===== src/hdl/als_pkg.sv =====
// Package: widths, types and constants shared by the auto-levels stretch block.
package als_pkg;
   localparam int COUNT_BITS_DEFAULT = 22;
   localparam int CHANS = 3;
   localparam int BINS = 256;
   localparam int BIN_BITS = 8;
   localparam int CSR_DATA_BITS = 23;
   localparam int CSR_ADDR_BITS = 1;
   localparam logic [CSR_ADDR_BITS-1:0] CSR_LOW_CLIP = 1'b0;
   localparam logic [CSR_ADDR_BITS-1:0] CSR_HIGH_CLIP = 1'b1;
   localparam logic REQ_MEASURE = 1'b0;
   localparam logic REQ_CORRECT = 1'b1;

   typedef struct packed {
      logic [BIN_BITS-1:0] clip_lo;
      logic [BIN_BITS-1:0] clip_hi;
      logic [BIN_BITS-1:0] occ_lo;
      logic [BIN_BITS-1:0] occ_hi;
   } bounds_type;

   typedef struct packed {
      logic                req_type;
      logic [BIN_BITS-1:0] chan0_in;
      logic [BIN_BITS-1:0] chan1_in;
      logic [BIN_BITS-1:0] chan2_in;
      logic                last_pixel;
   } req_type_type;

   typedef struct packed {
      logic [BIN_BITS-1:0] chan0_out;
      logic [BIN_BITS-1:0] chan1_out;
      logic [BIN_BITS-1:0] chan2_out;
   } rsp_type;

   // lane control from the sequencer
   typedef struct packed {
      logic                tally;      // count the byte held in tally_bin
      logic                clear;      // write zero at walk_addr
      logic                walk_rd;    // read walk_addr for the walk
      logic                walk_start; // reset running sums
      logic [BIN_BITS-1:0] walk_addr;
      logic                walk_dn;    // this walk goes from 255 down
   } lane_ctl_type;
endpackage


===== src/hdl/als_seq.sv =====
// Sequencer: accepts items, drives tally, walks and clears, and merges lane results.
module als_seq (
   input  logic                  clock,
   input  logic                  reset,
   input  logic                  in_valid,
   output logic                  in_ready,
   input  als_pkg::req_type_type in_data,
   output als_pkg::lane_ctl_type ctl,
   output logic                  map_start,
   input  logic [als_pkg::CHANS-1:0] map_done,
   output logic                  out_load,
   output logic                  out_valid,
   input  logic                  out_ready
);
   import als_pkg::*;
   typedef enum logic [4:0] {
      S_IDLE  = 5'b00001,
      S_UP    = 5'b00010,
      S_DN    = 5'b00100,
      S_CLEAR = 5'b01000,
      S_MAP   = 5'b10000
   } state_type;

   state_type           state_ff, state_in;
   logic [BIN_BITS:0]   addr_ff, addr_in;
   logic                out_valid_ff, out_valid_in;
   logic                done_ff, done_in;
   logic                accept, drain, map_all;

   assign accept = in_valid && in_ready;
   assign drain = addr_ff[BIN_BITS];
   assign map_all = &map_done;

   always_comb begin
      state_in = state_ff;
      addr_in = addr_ff;
      out_valid_in = out_valid_ff && !out_ready;
      done_in = done_ff;
      out_load = 1'b0;
      in_ready = 1'b0;
      map_start = 1'b0;
      ctl = '0;
      ctl.walk_addr = addr_ff[BIN_BITS-1:0];
      case (state_ff)
         S_IDLE: begin
            in_ready = 1'b1;
            ctl.tally = accept && in_data.req_type == REQ_MEASURE;
            if (accept && in_data.req_type == REQ_CORRECT) begin
               map_start = 1'b1;
               state_in = S_MAP;
            end else if (accept && in_data.last_pixel) begin
               state_in = S_UP;
               addr_in = '0;
               ctl.walk_start = 1'b1;
            end
         end
         S_UP, S_DN: begin
            // a drain step after the last address lets the last read land
            ctl.walk_dn = state_ff == S_DN;
            ctl.walk_rd = !drain;
            ctl.walk_addr = (state_ff == S_DN) ? ~addr_ff[BIN_BITS-1:0]
                                               : addr_ff[BIN_BITS-1:0];
            addr_in = addr_ff + 1'b1;
            if (drain) begin
               ctl.walk_start = 1'b1;
               addr_in = '0;
               state_in = (state_ff == S_UP) ? S_DN : S_CLEAR;
            end
         end
         S_CLEAR: begin
            ctl.clear = 1'b1;
            addr_in = addr_ff + 1'b1;
            if (addr_ff[BIN_BITS-1:0] == BIN_BITS'(BINS - 1)) begin
               state_in = S_IDLE;
               addr_in = '0;
            end
         end
         S_MAP: begin
            // hold the mapped item until the result register is free
            if ((map_all || done_ff) && (!out_valid_ff || out_ready)) begin
               out_valid_in = 1'b1;
               out_load = 1'b1;
               done_in = 1'b0;
               state_in = S_IDLE;
            end else if (map_all) begin
               done_in = 1'b1;
            end
         end
         default: state_in = S_IDLE;
      endcase
   end

   always_ff @(posedge clock) begin
      if (reset) begin
         state_ff <= S_CLEAR;
         addr_ff <= '0;
         out_valid_ff <= 1'b0;
         done_ff <= 1'b0;
      end else begin
         state_ff <= state_in;
         addr_ff <= addr_in;
         out_valid_ff <= out_valid_in;
         done_ff <= done_in;
      end
   end
   assign out_valid = out_valid_ff;
endmodule


===== config.mk =====
export PLATFORM = sky130hd
export DESIGN_NAME = als_seq
export DESIGN_NICKNAME = d
export VERILOG_FILES = /design/src/hdl/als_pkg.sv /design/src/hdl/als_seq.sv
export SDC_FILE = /design/constraint.sdc
export NUM_CORES = 1
export LEC_CHECK = 0
export BUFFER_PORTS_ARGS = -buffer_cell sky130_fd_sc_hd__buf_2
export CAP_MARGIN = 20
export CORE_AREA = 2 2 54 56
export CTS_CLUSTER_SIZE = 10
export DETAILED_ROUTE_END_ITERATION = 6
export DIE_AREA = 0 0 56 58
export PLACE_DENSITY_LB_ADDON = 0.2
export SYNTH_ARGS = -nofsm -noshare
export SYNTH_HDL_FRONTEND = slang
export SYNTH_SLANG_ARGS = --single-unit
export TNS_END_PERCENT = 10

===== constraint.sdc =====
create_clock -name clock -period 5.7 [get_ports clock]
set_input_delay 0.285 -clock clock [delete_from_list [all_inputs] [get_ports clock]]
set_output_delay 0.285 -clock clock [all_outputs]
set_load 0.01 [all_outputs]

; After elaboration in Yosys (flattened, before gate mapping)
; Index checks and enable logic that the tools add are counted.
[op_classes]
bitwise_logic = 2
eq_ne = 12
add_sub_neg = 1
muxes = 30
reduce_logical = 18
[op_table]
columns = op, count
row1 = two-way mux 9 bit, 5
row2 = one-hot mux 9 bit (3 select lines), 1
row3 = two-way mux 5 bit, 5
row4 = one-hot mux 5 bit (4 select lines), 1
row5 = two-way mux 1 bit, 15
row6 = inequality test 2 bit (second input constant), 5
row7 = adder 9 x 1 -> 9 bit (second input constant), 1
row8 = == test 8 bit (second input constant), 1
row9 = two-way mux 8 bit, 1
row10 = inverter 8 bit, 1
row11 = logical AND 1 bit, 6
row12 = AND reduction 3 bit, 2
row13 = == test 5 x 1 -> 1 bit (second input constant), 1
row14 = == test 5 x 2 -> 1 bit (second input constant), 1
row15 = == test 5 x 3 -> 1 bit (second input constant), 1
row16 = == test 5 x 4 -> 1 bit (second input constant), 1
row17 = == test 5 bit (second input constant), 1
row18 = two-way mux 4 bit, 1
row19 = AND reduction 4 bit, 1
row20 = logical NOT 1 bit, 3
row21 = inequality test 3 bit (second input constant), 1
row22 = nonzero test 3 bit, 1
row23 = logical OR 1 bit, 2
row24 = one-hot mux 1 bit (2 select lines), 1
row25 = 4 further kinds, 4
[word_totals]
output_inout_bits = 17
register_bits = 16
elab_cells = 67
inputBits = 33

; Depth between registers and ports, before layout
[logic_depth]
ltp_word = 7
mapped_depth = 7
depth_no_buf = 6

; Least setup slack after synthesis
; OpenSTA, ideal clock, no wires.
[synth_timing]
kind = register -> register
startpoint = register state_ff[1]
endpoint = register addr_ff[2]
n_path_buf = 1
t_required_ps = 5578
path_slack_ps = 3645
period_less_slack_ps = 2055
t_arrival_ps = 1933
setup_time_ps = 122
stages_incl_launch_ff = 7
path_cell_list = dfxtp_1 -> buf_6 -> or3_4 -> or3b_4 -> o31ai_4 -> nor2_2 -> a221o_1
[synth_between]
elab_chain_cells = 6
word_cells_on_any_way = 14
cone_classes = eq/ne (6) / mux (2) / reduce/logical (6)
[synth_rtl]
columns = item, line_no
row1 = start: declaration, als_seq.sv:24  ; state_type state_ff, state_in;
row2 = start signal: assignment, als_seq.sv:100  ; state_ff <= state_in;
row3 = == test 5 x 1 -> 1 bit, als_seq.sv:44  ; case (state_ff)
row4 = two-way mux 1 bit, als_seq.sv:44
row5 = logical AND 1 bit, als_seq.sv:30  ; assign accept = in_valid && in_ready;
row6 = "logical AND 1 bit, on equally long branches", "als_seq.sv:51, als_seq.sv:48"
row7 = inequality test 2 bit (no source line), n/a
row8 = AND reduction 3 bit (no source line), n/a
row9 = end signal: assignment, als_seq.sv:101  ; addr_ff <= addr_in;
row10 = end: declaration, als_seq.sv:25  ; logic [BIN_BITS:0] addr_ff, addr_in;
; Several ways; a longest one is shown, not always the timed one.
; A chain may end at the register's enable or synchronous reset.

==> impl_metrics.ini <==
[outcome]
status = finished clean

[grt]
grt_pass1_wl_mm = 3.79
first_global_vias = 880
antenna_found_initial = 0
grt_overflow_total = 0
grt_use_total = 0.151
grt_max_degree = 17

[clock_tree]
clock_path_buffers = 2
clock_tree.root_cell = clkbuf_4
cts_setup_buffers = 0
htree_levels = 1
cts_buffers = 3
cts_tree = done
ctsResizeCount = 0
cts.sink_count = 16
cts.hold.buffers_added = 0
clkTransAtPathRegs_ps = 100
clk_latency_ps = 300

[sta]
period_needed_ps = 2290
slew_violations = 0
holdWs_ps = 290
rsz0062_at_grt = no
hold_viol_final = 0
max-slew-margin-rel = 0.380
clock.fmax_mhz = 436
setup_viol = 0
skew_ps = 1.84
tightest_slew_ps = 927
period_share = 0.402
setup_tns_ps = 0

[logic_synthesis]
synthArstFlopShare = 0
yosysMostFrequentCell = dfxtp_1
synth_ff_type = dfxtp_1
yosysTopAreaCellShare = 0.316
ys_types = 42
syn_avg_cell_area_um2 = 8.44
yosysTopAreaCell = dfxtp_1
synth.area.top_cells = dfxtp_1, xnor2_1, and3_1, a221o_1, nand3_1
ys_warn_count = 0
synth_fp_nets = 154
synth_cells = 120
netlist_top_cells_count = dfxtp_1, xnor2_1, nand2_1, nor2_1
synth-seq-cells = 16
synth_edf_count = 0
netlist_area_um2 = 1010
yosysSeqAreaShare = 0.316

[cells_and_area]
finish.instance_area_um2 = 1180
fin_nets = 178
antenna_cells = 0
finalNonFillerCells = 174
area_growth_pct = 16.7
nFillCells = 280
final_layout_size_suffix_gt1_frac = 0.280

[die]
fp.dieH_um = 58
die_x_um = 56
core-area_um2 = 2660
ios = 50
die_area_um2 = 3250
rows = 19
initial_utilization = 0.380

[worst_setup_path]
required_ps = 5410
critPathLaunchType = register
regToRegStartpoint = state_ff[1]
reg2reg_slack_ps = 3510
endpoint_kind = output pin
critical_path.max_fanout = 8
r2r_end = addr_ff[7]
rr_worst_depth = 5
criticalPathCategory = reg -> out
worstPathArrival_ps = 2010

[min_path]
hold_start = in_valid
hp-class = in -> reg
holdPathEnd = state_ff[4]
whs_path_depth = 3

[placement]
dp.cells = 170
placed_area_um2 = 1140
gp_congestion = 0.712
portBuffers = 25
detailed_place_hpwl_mm = 1.68

[power]
p_leak_nw = 0.512
power_density_nw_per_um2 = 358
ir_drop_uv = 198
power_w = 0.000423

[detailed_routing]
via_per_inst = 5.36
ant_nets = 0
vias = 932
dr.pass1.iters = 4
route.detailed.drc = 0
routedWlPerCell_um = 12.9
drtIter0Drc = 21
wl_mm = 2.24

[run]
max_cap_violations = 0
## flip-flops by register name, summed over array words and instances, names as in the netlist
register   cells
out_valid      1
addr_ff        9
state_ff       5
done_ff        1
## how the worst max path moves through the flow
stage	start	end	slack, ps	cells after the start
finish	state_ff[1]	ctl[9]	3410	4
global route	state_ff[1]	out_load	3230	5
CTS	state_ff[1]	ctl[9]	3400	4
detailed placement	state_ff[1]	addr_ff[7]	3540	5
global placement	state_ff[1]	addr_ff[7]	3550	5
floorplan	state_ff[1]	addr_ff[2]	3650	6
## kinds of logic after synthesis
group | count (synthesis) | synth area share
AO/OA/AOI/OAI | 28 | 0.218
XOR/XNOR | 12 | 0.104
adder cells (fa/ha/maj) | 1 | 0.0124
buffers and inverters | 12 | 0.0531
flip-flops | 16 | 0.316
multiplexers | 1 | 0.00989
AND/OR/NAND/NOR | 50 | 0.287
## metrics by stage
| stage | setup slack, ps | utilization |
|---|---|---|
| final | 3410 | 0.444 |
| after global routing | 3230 | 0.444 |
| after CTS | 3400 | 0.444 |
| after detailed placement | 3540 | 0.430 |
| after global placement | 3550 | 0.430 |
| after floorplan | 3650 | - |
## worst max-delay path, stage by stage (launching register included)
cell     delay (ps)
dfxtp_1         400
or3_4           410
or3b_4          430
o32ai_1         280
buf_2           180
## report_power, final
part	internal (W)	total [W]	switching, W	leakage [nW]
sequential	0.000127	0.000152	0.0000243	0.130
combinational	0.0000850	0.000192	0.000107	0.361
clock	0.0000390	0.0000794	0.0000404	0.0210
total	0.000251	0.000423	0.000172	0.512
## cell type report
cell class,count,area (µm²),area share
clock buffer,4,36.3,0.0307
inverter,6,22.5,0.0191
multi-input combinational,92,638,0.540
sequential,16,320,0.271
tap,31,38.8,0.0328
timing repair buffer,25,125,0.106
## layer usage
metal / global-route usage / wire length, µm / part of all wire / vias to the layer above
met4: 0.0918 / 54 / 0.024 / 0
met5: 0 / 0 / 0 / -
li1: - / - / - / 482
met1: 0.174 / 1040 / 0.46 / 421
met3: 0.0201 / 105 / 0.047 / 5
met2: 0.266 / 1050 / 0.47 / 24
## layout by cell type, fill, tap and decap left out, types with 3 or more instances in the layout
master	synthesis	final
a211oi_1	4	4
and3_1	6	6
inv_1	6	6
nand2_1	7	7
a21oi_1	5	5
clkbuf_4	0	3
o21ai_0	5	5
xnor2_1	11	11
buf_2	1	25
nand2b_1	3	3
nor2_1	7	7
nand3_1	6	6
a221o_1	3	3
dfxtp_1	16	16
Note: power is estimated with default switching activity, not from simulation.
